<file path="src/rtl/mbfr_pkg.sv">
`timescale 1ns / 1ps
`default_nettype none

package mbfr_pkg;

  localparam int unsigned NumChannelsDef = 5;
  localparam int unsigned MsgCapacityDef = 256;

  localparam int unsigned ByteW   = 8;
  localparam int unsigned ChanW   = 3;
  localparam int unsigned IdxOutW = 8;
  localparam int unsigned LenOutW = 9;
  localparam int unsigned CfgIdxW = 1;

  localparam logic [ByteW-1:0] StartBaseRst = 8'hD1;
  localparam logic [ByteW-1:0] EndCodeRst   = 8'hFF;

  typedef enum logic [CfgIdxW-1:0] {
    CfgStartBase = 1'b0,
    CfgEndCode   = 1'b1
  } cfg_reg_e;

  typedef struct packed {
    logic             is_start;
    logic             is_end;
    logic [ChanW-1:0] chan;
  } byte_class_t;

  typedef struct packed {
    logic               payload_valid;
    logic [ChanW-1:0]   payload_channel;
    logic [IdxOutW-1:0] payload_index;
    logic [ByteW-1:0]   payload_data;
    logic               overflow;
    logic               frame_done;
    logic [ChanW-1:0]   done_channel;
    logic [LenOutW-1:0] done_length;
  } result_t;

endpackage

`default_nettype wire

</file>
<file path="src/rtl/mbfr_cfg.sv">
`timescale 1ns / 1ps
`default_nettype none

module mbfr_cfg (
  input  wire logic                         clk_i,
  input  wire logic                         rst_ni,
  input  wire logic                         cfg_valid_i,
  output logic                              cfg_ready_o,
  input  wire logic [mbfr_pkg::CfgIdxW-1:0] cfg_index_i,
  input  wire logic [mbfr_pkg::ByteW-1:0]   cfg_wdata_i,
  output logic [mbfr_pkg::ByteW-1:0]        start_base_o,
  output logic [mbfr_pkg::ByteW-1:0]        end_code_o
);

  logic [mbfr_pkg::ByteW-1:0] start_base_q, start_base_d;
  logic [mbfr_pkg::ByteW-1:0] end_code_q, end_code_d;

  assign cfg_ready_o = 1'b1;

  always_comb begin
    start_base_d = start_base_q;
    end_code_d   = end_code_q;
    if (cfg_valid_i && cfg_ready_o) begin
      unique case (mbfr_pkg::cfg_reg_e'(cfg_index_i))
        mbfr_pkg::CfgStartBase: start_base_d = cfg_wdata_i;
        mbfr_pkg::CfgEndCode:   end_code_d   = cfg_wdata_i;
        default:                ;
      endcase
    end
  end

  always_ff @(posedge clk_i or negedge rst_ni) begin
    if (!rst_ni) begin
      start_base_q <= mbfr_pkg::StartBaseRst;
      end_code_q   <= mbfr_pkg::EndCodeRst;
    end else begin
      start_base_q <= start_base_d;
      end_code_q   <= end_code_d;
    end
  end

  assign start_base_o = start_base_q;
  assign end_code_o   = end_code_q;

endmodule

`default_nettype wire

</file>
<file path="src/rtl/mbfr_classify.sv">
`timescale 1ns / 1ps
`default_nettype none

module mbfr_classify #(
  parameter int unsigned NUM_CHANNELS = mbfr_pkg::NumChannelsDef
) (
  input  wire logic [mbfr_pkg::ByteW-1:0] rx_byte_i,
  input  wire logic [mbfr_pkg::ByteW-1:0] start_base_i,
  input  wire logic [mbfr_pkg::ByteW-1:0] end_code_i,
  output mbfr_pkg::byte_class_t           class_o
);

  logic [mbfr_pkg::ByteW:0] diff;
  logic                     start_hit;

  // borrow out of the subtract means the byte lies below start_base
  assign diff      = {1'b0, rx_byte_i} - {1'b0, start_base_i};
  assign start_hit = !diff[mbfr_pkg::ByteW] &&
                     (diff[mbfr_pkg::ByteW-1:0] < mbfr_pkg::ByteW'(NUM_CHANNELS));

  // start codes win over the end code when the two coincide
  assign class_o.is_start = start_hit;
  assign class_o.is_end   = !start_hit && (rx_byte_i == end_code_i);
  assign class_o.chan     = diff[mbfr_pkg::ChanW-1:0];

endmodule

`default_nettype wire

</file>
<file path="src/rtl/mbfr_core.sv">
`timescale 1ns / 1ps
`default_nettype none

module mbfr_core #(
  parameter int unsigned NUM_CHANNELS = mbfr_pkg::NumChannelsDef,
  parameter int unsigned MSG_CAPACITY = mbfr_pkg::MsgCapacityDef
) (
  input  wire logic                       clk_i,
  input  wire logic                       rst_ni,
  input  wire logic                       en_i,
  input  wire logic [mbfr_pkg::ByteW-1:0] rx_byte_i,
  input  wire mbfr_pkg::byte_class_t      class_i,
  output mbfr_pkg::result_t               result_o
);

  localparam int unsigned IdxW = $clog2(MSG_CAPACITY + 1);

  logic [NUM_CHANNELS-1:0]      toggle_q, toggle_d;
  logic [NUM_CHANNELS-1:0]      armed_q, armed_d;
  logic [IdxW-1:0]              widx_q, widx_d;
  logic [1:0]                   ecnt_q, ecnt_d;
  logic [IdxW-1:0]              llen_q, llen_d;
  logic [mbfr_pkg::ChanW-1:0]   dst;
  logic                         any_armed;
  mbfr_pkg::result_t            res;

  // lowest armed channel has priority
  always_comb begin
    dst = '0;
    for (int i = NUM_CHANNELS - 1; i >= 0; i--) begin
      if (armed_q[i]) begin
        dst = mbfr_pkg::ChanW'(i);
      end
    end
  end

  assign any_armed = |armed_q;

  always_comb begin
    toggle_d = toggle_q;
    armed_d  = armed_q;
    widx_d   = widx_q;
    ecnt_d   = ecnt_q;
    llen_d   = llen_q;
    res      = '0;

    if (class_i.is_start) begin
      for (int i = 0; i < NUM_CHANNELS; i++) begin
        if (class_i.chan == mbfr_pkg::ChanW'(i)) begin
          // a start code mid-payload drops the channel and rewinds
          if (widx_q != '0) begin
            armed_d[i] = 1'b0;
            widx_d     = '0;
          end
          if (toggle_q[i]) begin
            toggle_d[i] = 1'b0;
            armed_d[i]  = 1'b1;
            ecnt_d      = '0;
            llen_d      = '0;
          end else begin
            toggle_d[i] = 1'b1;
          end
        end
      end
    end else begin
      if (class_i.is_end) begin
        toggle_d = '0;
        widx_d   = '0;
        if (ecnt_q != 2'd3) begin
          ecnt_d = ecnt_q + 2'd1;
        end
      end else if (any_armed) begin
        if (widx_q == IdxW'(MSG_CAPACITY)) begin
          res.overflow = 1'b1;
        end else begin
          res.payload_valid   = 1'b1;
          res.payload_channel = dst;
          res.payload_index   = mbfr_pkg::IdxOutW'(widx_q);
          res.payload_data    = rx_byte_i;
          widx_d              = widx_q + IdxW'(1);
          llen_d              = widx_q + IdxW'(1);
        end
      end

      // second end code hands over the message
      if (ecnt_d == 2'd2 && any_armed) begin
        res.frame_done   = 1'b1;
        res.done_channel = dst;
        res.done_length  = mbfr_pkg::LenOutW'(llen_d);
        for (int i = 0; i < NUM_CHANNELS; i++) begin
          if (dst == mbfr_pkg::ChanW'(i)) begin
            armed_d[i] = 1'b0;
          end
        end
        ecnt_d = '0;
      end
    end
  end

  always_ff @(posedge clk_i or negedge rst_ni) begin
    if (!rst_ni) begin
      toggle_q <= '0;
      armed_q  <= '0;
      widx_q   <= '0;
      ecnt_q   <= '0;
      llen_q   <= '0;
    end else if (en_i) begin
      toggle_q <= toggle_d;
      armed_q  <= armed_d;
      widx_q   <= widx_d;
      ecnt_q   <= ecnt_d;
      llen_q   <= llen_d;
    end
  end

  assign result_o = res;

endmodule

`default_nettype wire

</file>
<file path="src/rtl/multichannel_byte_frame_router.sv">
`timescale 1ns / 1ps
`default_nettype none

// Channel  Direction  Handshake                 Payload
// in       sink       in_valid_i / in_stall_o   rx_byte_i
// out      source     out_valid_o / out_stall_i payload_*, overflow_o, frame_done_o, done_*
// cfg      sink       cfg_valid_i / cfg_ready_o cfg_index_i, cfg_wdata_i
//
// One beat in, one beat out; a byte accepted into the input register passes through
// the decode/update step into the result register, from which it is taken on the output.
// Unstalled, the rate is one byte per cycle, set by the single decode/update step.
// Reset clears the channel state and both pipeline valids, and resets the configuration.
// A stall on the output holds the result register and backs up into the input
// register; the input is still taken while the input register is empty.

module multichannel_byte_frame_router #(
  parameter int unsigned NUM_CHANNELS = mbfr_pkg::NumChannelsDef,
  parameter int unsigned MSG_CAPACITY = mbfr_pkg::MsgCapacityDef
) (
  input  wire logic                         clk_i,
  input  wire logic                         rst_ni,
  input  wire logic                         in_valid_i,
  output logic                              in_stall_o,
  input  wire logic [mbfr_pkg::ByteW-1:0]   rx_byte_i,
  output logic                              out_valid_o,
  input  wire logic                         out_stall_i,
  output logic                              payload_valid_o,
  output logic [mbfr_pkg::ChanW-1:0]        payload_channel_o,
  output logic [mbfr_pkg::IdxOutW-1:0]      payload_index_o,
  output logic [mbfr_pkg::ByteW-1:0]        payload_data_o,
  output logic                              overflow_o,
  output logic                              frame_done_o,
  output logic [mbfr_pkg::ChanW-1:0]        done_channel_o,
  output logic [mbfr_pkg::LenOutW-1:0]      done_length_o,
  input  wire logic                         cfg_valid_i,
  output logic                              cfg_ready_o,
  input  wire logic [mbfr_pkg::CfgIdxW-1:0] cfg_index_i,
  input  wire logic [mbfr_pkg::ByteW-1:0]   cfg_wdata_i
);

  logic                       in_valid_q, in_valid_d;
  logic [mbfr_pkg::ByteW-1:0] in_byte_q;
  logic                       out_valid_q, out_valid_d;
  mbfr_pkg::result_t          result_q;
  mbfr_pkg::result_t          result;
  mbfr_pkg::byte_class_t      byte_class;
  logic [mbfr_pkg::ByteW-1:0] start_base;
  logic [mbfr_pkg::ByteW-1:0] end_code;
  logic                       adv;
  logic                       fire;
  logic                       in_take;

  mbfr_cfg u_cfg (
    .clk_i        (clk_i),
    .rst_ni       (rst_ni),
    .cfg_valid_i  (cfg_valid_i),
    .cfg_ready_o  (cfg_ready_o),
    .cfg_index_i  (cfg_index_i),
    .cfg_wdata_i  (cfg_wdata_i),
    .start_base_o (start_base),
    .end_code_o   (end_code)
  );

  mbfr_classify #(
    .NUM_CHANNELS (NUM_CHANNELS)
  ) u_classify (
    .rx_byte_i    (in_byte_q),
    .start_base_i (start_base),
    .end_code_i   (end_code),
    .class_o      (byte_class)
  );

  mbfr_core #(
    .NUM_CHANNELS (NUM_CHANNELS),
    .MSG_CAPACITY (MSG_CAPACITY)
  ) u_core (
    .clk_i     (clk_i),
    .rst_ni    (rst_ni),
    .en_i      (fire),
    .rx_byte_i (in_byte_q),
    .class_i   (byte_class),
    .result_o  (result)
  );

  // result register free, or emptied this cycle
  assign adv        = !out_valid_q || !out_stall_i;
  assign fire       = in_valid_q && adv;
  assign in_stall_o = in_valid_q && !adv;
  assign in_take    = in_valid_i && !in_stall_o;

  always_comb begin
    in_valid_d = in_valid_q;
    if (in_take) begin
      in_valid_d = 1'b1;
    end else if (fire) begin
      in_valid_d = 1'b0;
    end
    out_valid_d = adv ? in_valid_q : out_valid_q;
  end

  always_ff @(posedge clk_i or negedge rst_ni) begin
    if (!rst_ni) begin
      in_valid_q  <= 1'b0;
      out_valid_q <= 1'b0;
    end else begin
      in_valid_q  <= in_valid_d;
      out_valid_q <= out_valid_d;
    end
  end

  always_ff @(posedge clk_i) begin
    if (in_take) begin
      in_byte_q <= rx_byte_i;
    end
    if (fire) begin
      result_q <= result;
    end
  end

  assign out_valid_o       = out_valid_q;
  assign payload_valid_o   = result_q.payload_valid;
  assign payload_channel_o = result_q.payload_channel;
  assign payload_index_o   = result_q.payload_index;
  assign payload_data_o    = result_q.payload_data;
  assign overflow_o        = result_q.overflow;
  assign frame_done_o      = result_q.frame_done;
  assign done_channel_o    = result_q.done_channel;
  assign done_length_o     = result_q.done_length;

endmodule

`default_nettype wire

</file>
<file path="config.mk">
export PLATFORM = sky130hd
export DESIGN_NAME = multichannel_byte_frame_router
export DESIGN_NICKNAME = d
export VERILOG_FILES = /design/src/rtl/mbfr_pkg.sv /design/src/rtl/mbfr_cfg.sv /design/src/rtl/mbfr_classify.sv /design/src/rtl/mbfr_core.sv /design/src/rtl/multichannel_byte_frame_router.sv
export SDC_FILE = /design/constraint.sdc
export NUM_CORES = 1
export LEC_CHECK = 0
export ABC_CLOCK_PERIOD_IN_PS = 5300
export BUFFER_PORTS_ARGS = -buffer_cell sky130_fd_sc_hd__buf_4
export CORE_AREA = 2 2 92 94
export CTS_CLUSTER_DIAMETER = 100
export DETAILED_ROUTE_END_ITERATION = 8
export DIE_AREA = 0 0 94 96
export PLACE_DENSITY = 0.79
export SETUP_SLACK_MARGIN = 0.1
export SLEW_MARGIN = 25
export SYNTH_ARGS = -nofsm -noshare
export SYNTH_HDL_FRONTEND = slang
export SYNTH_HIERARCHICAL = 1
export SYNTH_SLANG_ARGS = --single-unit
</file>
<file path="constraint.sdc">
create_clock -name clk_i -period 5.3 [get_ports clk_i]
set_clock_uncertainty 0.1 [all_clocks]
set_input_delay 1.06 -clock clk_i [delete_from_list [all_inputs] [get_ports clk_i]]
set_output_delay 1.06 -clock clk_i [all_outputs]
set_load 0.1 [all_outputs]
</file>
==> results of run 1 <==
## power by group through the flow
stage,combinational (µW),sequential (µW),clock (µW)
2_1_floorplan,234,971,0
3_3_place_gp,443,853,0
3_5_place_dp,457,856,0
4_1_cts,460,842,520
5_1_grt,497,849,542
6_report,463,842,507
## worst min-delay path by stage
| stage | slack [ps] | start | cells after the start | endpoint |
|---|---|---|---|---|
| floorplan | 350 | u_core/llen_q[7]$_DFFE_PN0P_ | 1 | u_core/llen_q[7]$_DFFE_PN0P_ |
| global placement | 360 | u_core/llen_q[6]$_DFFE_PN0P_ | 1 | u_core/llen_q[6]$_DFFE_PN0P_ |
| detailed placement | 370 | u_core/llen_q[5]$_DFFE_PN0P_ | 1 | u_core/llen_q[5]$_DFFE_PN0P_ |
| CTS | 390 | u_core/llen_q[5]$_DFFE_PN0P_ | 1 | u_core/llen_q[5]$_DFFE_PN0P_ |
| global route | 410 | u_core/llen_q[6]$_DFFE_PN0P_ | 1 | u_core/llen_q[6]$_DFFE_PN0P_ |
| finish | 390 | u_core/llen_q[8]$_DFFE_PN0P_ | 1 | u_core/llen_q[8]$_DFFE_PN0P_ |
## synth_stat cells, types with 2 or more instances
| cell | number |
|---|---|
| dfstp_2 | 12 |
| or4_4 | 2 |
| a21boi_0 | 3 |
| nor3_1 | 6 |
| nand3_1 | 6 |
| nor2_1 | 31 |
| edfxtp_1 | 42 |
| mux2i_1 | 7 |
| ha_1 | 10 |
| nand4_1 | 4 |
| nor2b_1 | 3 |
| a21o_1 | 10 |
| inv_1 | 19 |
| mux2_2 | 8 |
| o22ai_1 | 2 |
| or3_1 | 3 |
| o2bb2ai_1 | 7 |
| xnor2_1 | 11 |
| mux2_4 | 8 |
| a211oi_1 | 7 |
| a21oi_1 | 10 |
| o211ai_1 | 2 |
| and2_1 | 15 |
| a22o_1 | 8 |
| buf_2 | 2 |
| nand3b_1 | 3 |
| or4_1 | 2 |
| nor4_1 | 4 |
| o21ai_0 | 16 |
| buf_4 | 2 |
| o221ai_1 | 3 |
| xor2_1 | 6 |
| clkbuf_1 | 9 |
| nand2b_1 | 9 |
| dfrtp_1 | 36 |
| nand2_1 | 19 |
| nor3b_1 | 5 |
| a221o_1 | 2 |
| and3_1 | 7 |
| o21a_1 | 2 |
## cell type report
| class | instances | area [µm²] |
|---|---|---|
| Fill cell | 605 | 2735 |
| Clock buffer | 9 | 123.9 |
| Clock inverter | 7 | 91.34 |
| Multi-Input combinational cell | 267 | 1963 |
| Sequential cell | 90 | 2477 |
| Inverter | 19 | 71.32 |
| Timing Repair Buffer | 61 | 457.9 |
| Tap cell | 105 | 131.4 |
## per-stage QoR
stage          cells  setup WS, ps  hold WS, ps
6_report         558         991.8        385.4
2_1_floorplan    390          1107        349.8
4_1_cts          558          1031        385.9
5_1_grt          558         538.8        412.8
3_5_place_dp     542          1068        366.1
3_3_place_gp     542          1320        364.3
## per-layer routing
metal	vias up	track usage	part of all wire
met1	1661	0.3178	0.43
met2	157	0.3702	0.48
met5	-	0	0
li1	1543	-	-
met4	0	0.09903	0.022
met3	24	0.04307	0.066
## sequential cells by signal, summed over array words and instances, names as in the netlist, 5 cells and up
name,count
u_core/toggle_q,5
u_core/widx_q,9
u_cfg/end_code_o,8
payload_data_o,8
u_core/armed_q,5
done_length_o,9
payload_index_o,8
in_byte_q,8
u_core/llen_q,9
u_cfg/start_base_o,8
## cells by family (layout without fill, tap and decap cells)
kind of cell / after synthesis / in the layout / synth area share
adder cells (fa/ha/maj): 11 / 11 / 0.03184
multiplexers: 23 / 23 / 0.06149
buffers and inverters: 33 / 96 / 0.03102
flip-flops: 90 / 90 / 0.5435
AND/OR/NAND/NOR: 129 / 129 / 0.1584
AO/OA/AOI/OAI: 86 / 86 / 0.1403
other: 1 / 1 / 0.0008227
XOR/XNOR: 17 / 17 / 0.03266
## worst max-delay path, stage by stage (launching register included)
cell	delay (ps)
edfxtp_1	380
inv_1	50
ha_1	210
fa_1	400
xnor2_1	280
a21boi_0	220
nor4_1	300
o21ai_0	200
o41a_1	530
and3b_1	260
o22ai_1	450
nand2b_1	510
a211oi_1	120
==> flow_results.org, run 1 <==
** Power
- For this design the static power due to leakage is 0.002299 µW.
- Switching share of total power :: 0.3289
- Clock power frac :: 0.280
- Across the VDD grid, the largest voltage drop is between 0.1 and 0.15 mV.
- Dividing total power by cell area gives a power density of 340.9 mW/mm².
- Overall power consumption after layout is estimated at 1813 µW.
- Of the total power, registers draw 0.464.
- Part of the power in combinational logic :: 0.256
- Cell internal power was estimated by the tool at 1216 µW.
- Net Sw Power :: just under 600 µW

** Synthesis
- The share of the Yosys chip area taken by registers is 0.5435.
- Biggest area contributors in the synthesized netlist :: edfxtp_1, dfrtp_1, dfstp_2
- Top_reg_cell synth :: edfxtp_1
- Net count after synthesis :: between 400 and 500
- Count of mapped cells out of synthesis :: between 300 and 400
- edfxtp_1 takes more of the synthesized area than any other cell.
- The Yosys step of the flow raised 6 warnings.
- The share of synthesized area in the top cell type comes to 0.2767.
- Fraction of registers with async set/reset :: 0.5333
- Mean instance size in the synthesized netlist :: 11.69 µm²
- Number of enable-type register cells in the synthesized netlist :: 42
- Netlist area before placement :: about 0.0046 mm²
- The netlist uses 67 different library cells.
- Synthesis inferred 90 register bits.

** STA
- Final setup vio count :: 0
- The clock period could shrink to 4308 ps.
- At the pin with the least slew margin, the transition time is 897.6 ps.
- After routing, the total negative slack on setup checks comes to 0 ps.
- Of the available clock period, the critical path in the final layout requires 0.8129.
- Max-slew headroom :: 0.3966
- The number of hold violations in the final report came to 0.
- Unrepaired setup endpoints after global routing :: false
- Final Max Slew Viols :: 0
- Max frequency :: 0.2321 GHz

** Global route
- Largest net degree at the start of global routing :: a little under 50
- For this run, the total global-route usage over all layers was measured as 0.2331.
- Wire length of the first global-routing pass :: 16.04 mm
- Total gr overflow :: 0
- The via count of the first global-routing pass is 3,326.
- Number of antenna violations at the first check in global routing :: 0

** Floorplanning
- From left edge to right edge, the die measures 94 µm.
- Initial Util :: 0.5661
- Number of rows created at floorplan :: 33
- Die Span Y :: 96 µm
- Pin placement for this block handled 59 I/O pins.
- Die ar. :: 0.009024 mm²
- CORE AREA :: 0.008051 mm²

** Hold path
- Path category of the worst min-delay check :: flop to flop

** Setup path
- Crit path from :: in_byte_q[0]$_DFFE_PP_
- Startpoint of the worst-slack reg-to-reg timing path :: in_byte_q[0]$_DFFE_PP_
- Worst EP required :: approximately 5300 ps
- The worst setup path is captured at a flop.
- FF-to-FF path depth :: 12
- End of the worst register-to-register path :: done_length_o[3]$_DFFE_PP_
- Data on the critical path arrives at its endpoint at 4290 ps.
- Path type of the worst setup path :: flop to flop
- Of all nets on the critical path, the largest fanout is 11.
- Startpoint class of the critical path :: flop
- The worst register-to-register path has a setup slack of 990 ps.
- Following the worst setup path forward leads to its endpoint at done_length_o[3]$_DFFE_PP_.

** Cells and area
- Final core occ :: 0.6603
- Syn-to-layout area delta :: 16.63%
- Most common library cell in the layout ignoring fill and taps :: buf_4
- Final net count :: 481
- Commonest non-fill, non-tap cells in the layout :: buf_4, edfxtp_1, dfrtp_1
- In the final layout, the share of cells above drive strength 1 is 0.2627.
- The finished cells cover 0.005316 mm².
- Ant diodes :: 0

** CTS
- Number of resized instances in the post-cts repair step :: 0
- The number of clock buffers added by TritonCTS is 9.
- The H-tree generated during clock tree synthesis spans 3 levels.
- Clock transition at the register clock pins on the worst setup and hold paths after CTS :: 90 ps
- Clock sinks :: 90
- In this run, post-CTS hold repair placed 0 buffers.
- Clock latency on the worst-skew pair, taken at its later pin, is 360 ps.
- The number of setup buffers added after CTS is 0.
- CTS tree :: done
- The tree is rooted in a clkbuf_8.
- Clock tree buffer depth :: 2

** Place
- Instance area after placement :: 0.005101 mm²
- HPWL reported at the end of detailed placement :: 6.865 mm
- IO buf count :: 57
- The congestion estimate from routability-driven global placement came to 0.8679.

** Run
- MaxCap Viol Count :: 0

** Route
- The routed layout has 3,385 vias.
- Average wire per standard cell :: 17.47 µm
- Post-route DRC violation count :: 0
- DR iter-0 viols :: ~300
- First-pass iteration count of the detailed router :: 5
- Detailed-route wire length :: 9.750 mm
- The detail route stage leaves a number of antenna-violating nets equal to 0.
- Dividing the detail-routed via count by the number of cells gives 6.066.

** Outcome
- Status :: complete, no violations
Power figures use the tool's default switching activity.
==> run 2, diff against run 1 <==
--- a/config.mk
+++ b/config.mk
@@ -5,7 +5,7 @@
 export SDC_FILE = /design/constraint.sdc
 export NUM_CORES = 1
 export LEC_CHECK = 0
-export ABC_CLOCK_PERIOD_IN_PS = 5300
+export ABC_CLOCK_PERIOD_IN_PS = 4100
 export BUFFER_PORTS_ARGS = -buffer_cell sky130_fd_sc_hd__buf_4
 export CORE_AREA = 2 2 92 94
 export CTS_CLUSTER_DIAMETER = 100
==> constraint.sdc (replaced) <==
create_clock -name clk_i -period 4.1 [get_ports clk_i]
set_clock_uncertainty 0.1 [all_clocks]
set_input_delay 0.82 -clock clk_i [delete_from_list [all_inputs] [get_ports clk_i]]
set_output_delay 0.82 -clock clk_i [all_outputs]
set_load 0.1 [all_outputs]
==> flow_results.org, run 2 (synthesis results as in run 1) <==
** Route
- The starting DRC count in detailed routing was 175 (was 298).
- The remaining number of nets flagged by the antenna check after routing is 0 (unchanged).
- The detailed-router iteration count before antenna repair came to 5 (unchanged).
- The number of vias per cell after detailed routing was 5.756 (was 6.066).
- The per-cell routed wire length was 16.54 µm (was 17.47 µm).
- The total length of routed wires was 9.280 mm (was 9.750 mm).
- Post-route DRC violation count :: 0 (unchanged)
- The via count came to 3,229 (was 3,385).

** STA
- Final setup vio count :: 0 (unchanged)
- Max-slew headroom :: 0.5429 (was 0.3966)
- The number of hold violations in the final report is 0 (unchanged).
- Fin crit period :: 3642 ps (was 4308 ps)
- The pin slew with the least headroom to its limit is 678.5 ps (was 897.6 ps).
- Max frequency :: 0.2746 GHz (was 0.2321 GHz)
- Sum Neg Setup Slack :: 0 ps (unchanged)
- The share of the clock period used by the worst path is 0.8883 (was 0.8129).
- Unrepaired setup endpoints after global routing: false (unchanged).
- The number of max-slew violations in the final report came to 0 (unchanged).

** Floorplanning
- Die boundary width :: 94 µm (unchanged)
- Initial Util :: 0.5661 (unchanged)
- Die Span Y :: 96 µm (unchanged)
- Number of rows created at floorplan :: 33 (unchanged)
- The core outline area came to 0.008051 mm² (unchanged).
- Number of top-level design ports :: 59 (unchanged)
- The die outline area was 0.009024 mm² (unchanged).

** Outcome
- Status :: complete, no violations (unchanged)

** Run
- MaxCap Viol Count :: 0 (unchanged)

** Cells and area
- The layout cell share with drive strength beyond 1 came to 0.2719 (was 0.2627).
- Cell area after layout :: 0.005313 mm² (was 0.005316 mm²)
- Most common library cell in the layout ignoring fill and taps :: buf_4 (unchanged)
- The fill cell instance count of the final layout came to 632 (was 605).
- Commonest non-fill, non-tap cells in the layout: buf_4, edfxtp_1, dfrtp_1 (unchanged).
- Ant diodes :: 0 (unchanged)
- The relative area change from synthesis to final layout was 16.55% (was 16.63%).
- The final net count is 484 (was 481).

** CTS
- Root Buffer :: clkbuf_8 (unchanged)
- The depth of the CTS H-tree was 3 (unchanged).
- Clock tree buffer depth :: 2 (unchanged)
- The clock transition at the register clock pins on the worst setup and hold paths after CTS came to 100 ps (was 90 ps).
- CTS tree :: done (unchanged)
- Num CTS Buffers :: 9 (unchanged)
- Clock sinks :: 90 (unchanged)
- Clock network latency to the later pin of the worst-skew pair :: 360 ps (about the same)

** Place
- The number of buffers inserted by port buffering is 57 (unchanged).
- Routability congestion estimate from global placement :: 0.8957 (was 0.8679)
- The cell area after placement was 0.005124 mm² (was 0.005101 mm²).
- HPWL reported at the end of detailed placement :: 6.418 mm (was 6.865 mm)

** Global route
- Via count of the first global-routing pass :: 3,128 (was 3,326)
- The largest net degree at the start of global routing is 49 (unchanged).
- Overall fraction of global-route tracks in use :: 0.2169 (was 0.2331)
- The initial antenna violation count came to 0 (unchanged).
- Total gr overflow :: 0 (unchanged)
- The wire length of the first global-routing pass was 15.12 mm (was 16.04 mm).

** Power
- The leakage power is 0.002301 µW (was 0.002299 µW).
- The power per cell area was 422.4 mW/mm² (was 340.9 mW/mm²).
- Max VDD drop :: 0.3141 mV (was 0.1436 mV)

** Hold path
- Path category of the worst min-delay check :: primary input to async pin (was flop to flop)

** Setup path
- Largest fanout of any net on the critical path :: 11 (unchanged)
- The cell depth of the worst flop-to-flop path is 12 (unchanged).
- Signal arrival time at the worst endpoint :: 3740 ps (was 4290 ps)
- The data required time of the critical path came to 4200 ps (was 5280 ps).
- The critical register-to-register path startpoint is in_byte_q[0]$_DFFE_PP_ (unchanged).
- The critical path start-end classification is flop to flop (unchanged).
- Critical path endpoint category :: flop (unchanged)
- The endpoint of the worst register-to-register path is done_length_o[6]$_DFFE_PP_ (was done_length_o[3]$_DFFE_PP_).
- The setup slack of the worst register-to-register path is 460 ps (was 990 ps).
- Startpoint class of the critical path :: flop (unchanged)
run 2: worst max path at each step:
stage                                            from                       endpoint  depth (start not counted)  slack, ps
floorplan           u_cfg/start_base_o[4]$_DFFE_PN1P_     done_length_o[4]$_DFFE_PP_                         13        630
global placement    u_cfg/start_base_o[4]$_DFFE_PN1P_    done_channel_o[1]$_DFFE_PP_                         11        410
detailed placement             in_byte_q[0]$_DFFE_PP_     done_length_o[1]$_DFFE_PP_                         12        280
CTS                            in_byte_q[0]$_DFFE_PP_     done_length_o[1]$_DFFE_PP_                         12        250
global route                   in_byte_q[0]$_DFFE_PP_  u_core/armed_q[2]$_DFFE_PN0P_                         13        170
finish                         in_byte_q[0]$_DFFE_PP_     done_length_o[6]$_DFFE_PP_                         12        460
run 2: where the power goes:
group / switching [µW] / total, µW / internal, µW
Clock: 327 / 555 / 229
Combinational: 396 / 598 / 202
Sequential: 58.9 / 1090 / 1030
Total: 781 / 2240 / 1460
run 2: cell type report:
class,instances,area (µm²),area share
Clock buffer,10,127.6,0.02402
Sequential cell,90,2477,0.4663
Inverter,19,71.32,0.01342
Multi-Input combinational cell,267,1972,0.3712
Clock inverter,6,52.55,0.009892
Timing Repair Buffer,64,480.5,0.09044
Tap cell,105,131.4,0.02473
run 2: metal layers:
layer / up-vias / GRT usage / wire [µm]
met3: 9 / 0.04150 / 371
met4: 0 / 0.07005 / 75
met2: 99 / 0.3768 / 4745
met5: - / 0 / 0
li1: 1559 / - / -
met1: 1562 / 0.2758 / 4087
run 2: critical path, cell delays in order (launching register included):
cell,delay (ps)
edfxtp_1,390
inv_1,60
ha_1,220
fa_1,410
xnor2_1,160
a21boi_0,130
nor4_1,260
o21ai_0,170
o41a_1,460
nor3b_1,340
o22ai_2,220
nand2b_2,340
a211oi_1,210
run 2: what timing repair did:
item / CTS / global route
setup endpoints to repair: 0 / 11
hold buffers: 0 / 0
buffers inserted: 0 / 0
gates resized for setup: 0 / 2
run 2: through the flow:
step | hold slack (ps) | instances | total power (µW) | utilization | setup WS (ps)
2_1_floorplan | 349.8 | 390 | 1557 | - | 632.2
3_3_place_gp | 360.5 | 545 | 1679 | 0.6364 | 412.9
3_5_place_dp | 369.6 | 545 | 1697 | 0.6364 | 280.5
4_1_cts | 379.9 | 561 | 2249 | 0.6587 | 249.6
5_1_grt | 395.7 | 561 | 2344 | 0.6598 | 166.3
6_report | 365.9 | 561 | 2244 | 0.6598 | 457.8
==> run 3, diff against run 2 <==
--- a/config.mk
+++ b/config.mk
@@ -11,6 +11,7 @@
 export CTS_CLUSTER_DIAMETER = 100
 export DETAILED_ROUTE_END_ITERATION = 8
 export DIE_AREA = 0 0 94 96
+export MAX_ROUTING_LAYER = met4
 export PLACE_DENSITY = 0.79
 export SETUP_SLACK_MARGIN = 0.1
 export SLEW_MARGIN = 25
==> flow_results.org, run 3 (synthesis results as in run 1) <==
** STA
- Fin crit period :: 3738 ps (was 3642 ps)
- The final setup TNS is 0 ps (unchanged).
- The relative slew slack came to 0.5639 (was 0.5429).
- Unrepaired setup endpoints after global routing :: false (unchanged)
- The pin slew with the least headroom to its limit was 647.3 ps (was 678.5 ps).
- The number of hold violations in the final report came to 0 (unchanged).
- The peak clock frequency supported by timing is 0.2675 GHz (was 0.2746 GHz).
- Final Max Slew Viols :: 0 (unchanged)
- Final worst-path cycle share :: 0.9117 (was 0.8883)
- Least setup slack across all paths after layout :: 362.1 ps (was 457.8 ps)
- Final setup vio count :: 0 (unchanged)

** CTS
- H-tree lvl count :: 3 (unchanged)
- The clock tree from TritonCTS was done (unchanged).
- Number of buffers added for setup after CTS :: 0 (unchanged)
- The number of buffers added by the clock tree synthesis step is 9 (unchanged).
- Root Buffer :: clkbuf_8 (unchanged)
- Clock tree buffer depth :: 2 (unchanged)
- The clock transition at the register clock pins on the worst setup and hold paths after CTS came to 100 ps (about the same).
- Clock network latency to the later pin of the worst-skew pair :: 360 ps (about the same)
- Clock sinks :: 90 (unchanged)

** Global route
- Total gr overflow :: 0 (unchanged)
- The wire length of the first global-routing pass was 15.75 mm (was 15.12 mm).
- Busiest metal layer after global routing :: met2 (unchanged)
- The met1 layer usage reported by global route came to 0.2891 (was 0.2758).
- The initial antenna violation count was 0 (unchanged).
- Largest net degree at the start of global routing :: 49 (unchanged)
- The via count of the first global-routing pass came to 3,257 (was 3,128).
- Met2 usage in global routing :: 0.3935 (was 0.3768)
- GR met3 Demand/Resource :: 0.02819 (was 0.04150)
- The global-route usage over all layers is 0.2321 (was 0.2169).

** Route
- The per-cell routed wire length is 16.47 µm (was 16.54 µm).
- Detailed-route wire length :: 9.242 mm (was 9.280 mm)
- DR vias/cell :: 5.806 (was 5.756)
- The via count was 3,257 (was 3,229).
- First-pass iteration count of the detailed router :: 4 (was 5)
- The starting DRC count in detailed routing is 269 (was 175).
- Post-route DRC violation count :: 0 (unchanged)
- The remaining number of nets flagged by the antenna check after routing is 0 (unchanged).

** Cells and area
- Filler Cell Count :: 627 (was 632)
- Combined area of the multi-input logic cells :: 0.001972 mm² (unchanged)
- The number of antenna cells inserted is 0 (unchanged).
- Share of final-layout standard cells stronger than drive strength 1 :: 0.2741 (was 0.2719)
- The most common cell after layout, fill and taps aside was buf_4 (unchanged).
- The area used by sequential logic in the layout came to 0.002477 mm² (unchanged).
- Commonest non-fill, non-tap cells in the layout: buf_4, edfxtp_1, dfrtp_1 (unchanged).
- The final cell utilization of the core was 0.6634 (was 0.6598).
- The final net count came to 484 (unchanged).
- Syn-to-layout area delta :: 17.18% (was 16.55%)

** Setup path
- FF-to-FF path depth :: 12 (unchanged)
- The critical path launch point type is a flop (unchanged).
- The critical path start-end classification is flop to flop (unchanged).
- Signal arrival time at the worst endpoint :: 3840 ps (was 3740 ps)
- The maximum fanout along the worst path is 11 (unchanged).
- The data required time of the critical path is 4200 ps (about the same).
- Highest-delay cell along the critical path :: o41a_1 (unchanged)
- Largest stage delay on the critical path :: 480 ps (was 460 ps)
- Critical path cell sequence: inv_1, ha_1, fa_1, xnor2_1, a21boi_0, nor4_1, o21ai_0, o41a_1, nor3b_1, o22ai_2, nand2b_2, a211oi_1 (unchanged).
- The kind of capture point of the worst setup path is a flop (unchanged).

** Power
- Clock power frac :: 0.272 (was 0.248)
- The power per cell area was 434.1 mW/mm² (was 422.4 mW/mm²).
- The sequential share of power came to 0.469 (was 0.486).
- The internal power summed over all cells was 1538 µW (was 1462 µW).
- Part of the power in combinational logic :: 0.258 (was 0.266)
- Max VDD drop :: 0.2066 mV (was 0.3141 mV)
- Net Sw Power :: 781.0 µW (was 781.5 µW)
- Static leakage :: 0.002316 µW (was 0.002301 µW)
- Switching share of total power :: 0.3368 (was 0.3483)

** Floorplanning
- Die boundary width :: 94 µm (unchanged)
- The height of the chip came to 96 µm (unchanged).
- The count of boundary I/O pins was 59 (unchanged).
- CORE AREA :: 0.008051 mm² (unchanged)
- The die outline area is 0.009024 mm² (unchanged).
- The number of rows created at floorplan was 33 (unchanged).
- Initial Util :: 0.5661 (unchanged)

** Run
- MaxCap Viol Count :: 0 (unchanged)

** Place
- The post-DP HPWL was 6.492 mm (was 6.418 mm).
- The number of buffers inserted by port buffering came to 57 (unchanged).
- Routability congestion estimate from global placement :: 0.8693 (was 0.8957)
- The worst setup timing slack at the placement stage was 221.9 ps (was 280.5 ps).

** Outcome
- Status :: complete, no violations (unchanged)

** Hold path
- The path type of the worst min-delay path is primary input to async pin (unchanged).
## run 3: cell count changes in the layout (fill, tap and decap cells not counted), sizes merged
cell	delta
bufinv	+1
clkinv	-1
## run 3: path summary, 6_finish.rpt
path | start | end | slack (ps)
setup / recovery | in_byte_q[0]$_DFFE_PP_ | done_length_o[5]$_DFFE_PP_ | 360
hold / removal | rst_ni | u_cfg/start_base_o[3]$_DFFE_PN0P_ | 350
setup reg to reg | in_byte_q[0]$_DFFE_PP_ | done_length_o[5]$_DFFE_PP_ | 360
hold reg to reg | u_core/llen_q[5]$_DFFE_PN0P_ | u_core/llen_q[5]$_DFFE_PN0P_ | 390
max in group asynchronous | rst_ni | u_cfg/start_base_o[2]$_DFFE_PN0P_ | 3100
min in group clk_i | u_core/llen_q[5]$_DFFE_PN0P_ | u_core/llen_q[5]$_DFFE_PN0P_ | 390
## run 3: routing by layer
| layer | part of all wire | vias to the layer above |
|---|---|---|
| li1 | - | 1552 |
| met5 | 0 | - |
| met2 | 0.52 | 87 |
| met4 | 0.019 | 0 |
| met3 | 0.040 | 15 |
| met1 | 0.42 | 1603 |
## run 3: through the flow
stage                     instance area [µm²]  hold WS, ps  power [µW]  std cells
after floorplan                          4562        349.8        1557        390
after detailed placement                 5124        366.0        1698        545
after global routing                     5341        399.9        2423        561
after global placement                   5124        360.5        1678        545
final                                    5341        352.5        2319        561
after CTS                                5333        384.2        2330        561
## run 3: repair_timing
item                       in CTS  in global routing
hold buffers                    0                  0
resized for setup               0                  2
setup endpoints to repair       0                 12
## run 3: critical path, delay by kind of cell (launching register included)
| family | cells | cell delay (ps) |
|---|---|---|
| XOR/XNOR | 1 | 160 |
| buffers and inverters | 1 | 60 |
| adder cells (fa/ha/maj) | 2 | 640 |
| flip-flops | 1 | 390 |
| AO/OA/AOI/OAI | 5 | 1240 |
| AND/OR/NAND/NOR | 3 | 980 |
## run 3: cell type report
type / count / area share
Clock buffer: 10 / 0.02577
Clock inverter: 6 / 0.01335
Inverter: 19 / 0.01335
Multi-Input combinational cell: 267 / 0.3692
Sequential cell: 90 / 0.4638
Tap cell: 105 / 0.02460
Timing Repair Buffer: 64 / 0.08995
## run 3: power by group through the flow
stage | combinational (µW) | sequential [µW] | clock, µW
6_report | 599 | 1090 | 632
5_1_grt | 643 | 1100 | 681
4_1_cts | 598 | 1090 | 644
3_5_place_dp | 591 | 1110 | 0
3_3_place_gp | 577 | 1100 | 0
2_1_floorplan | 303 | 1250 | 0
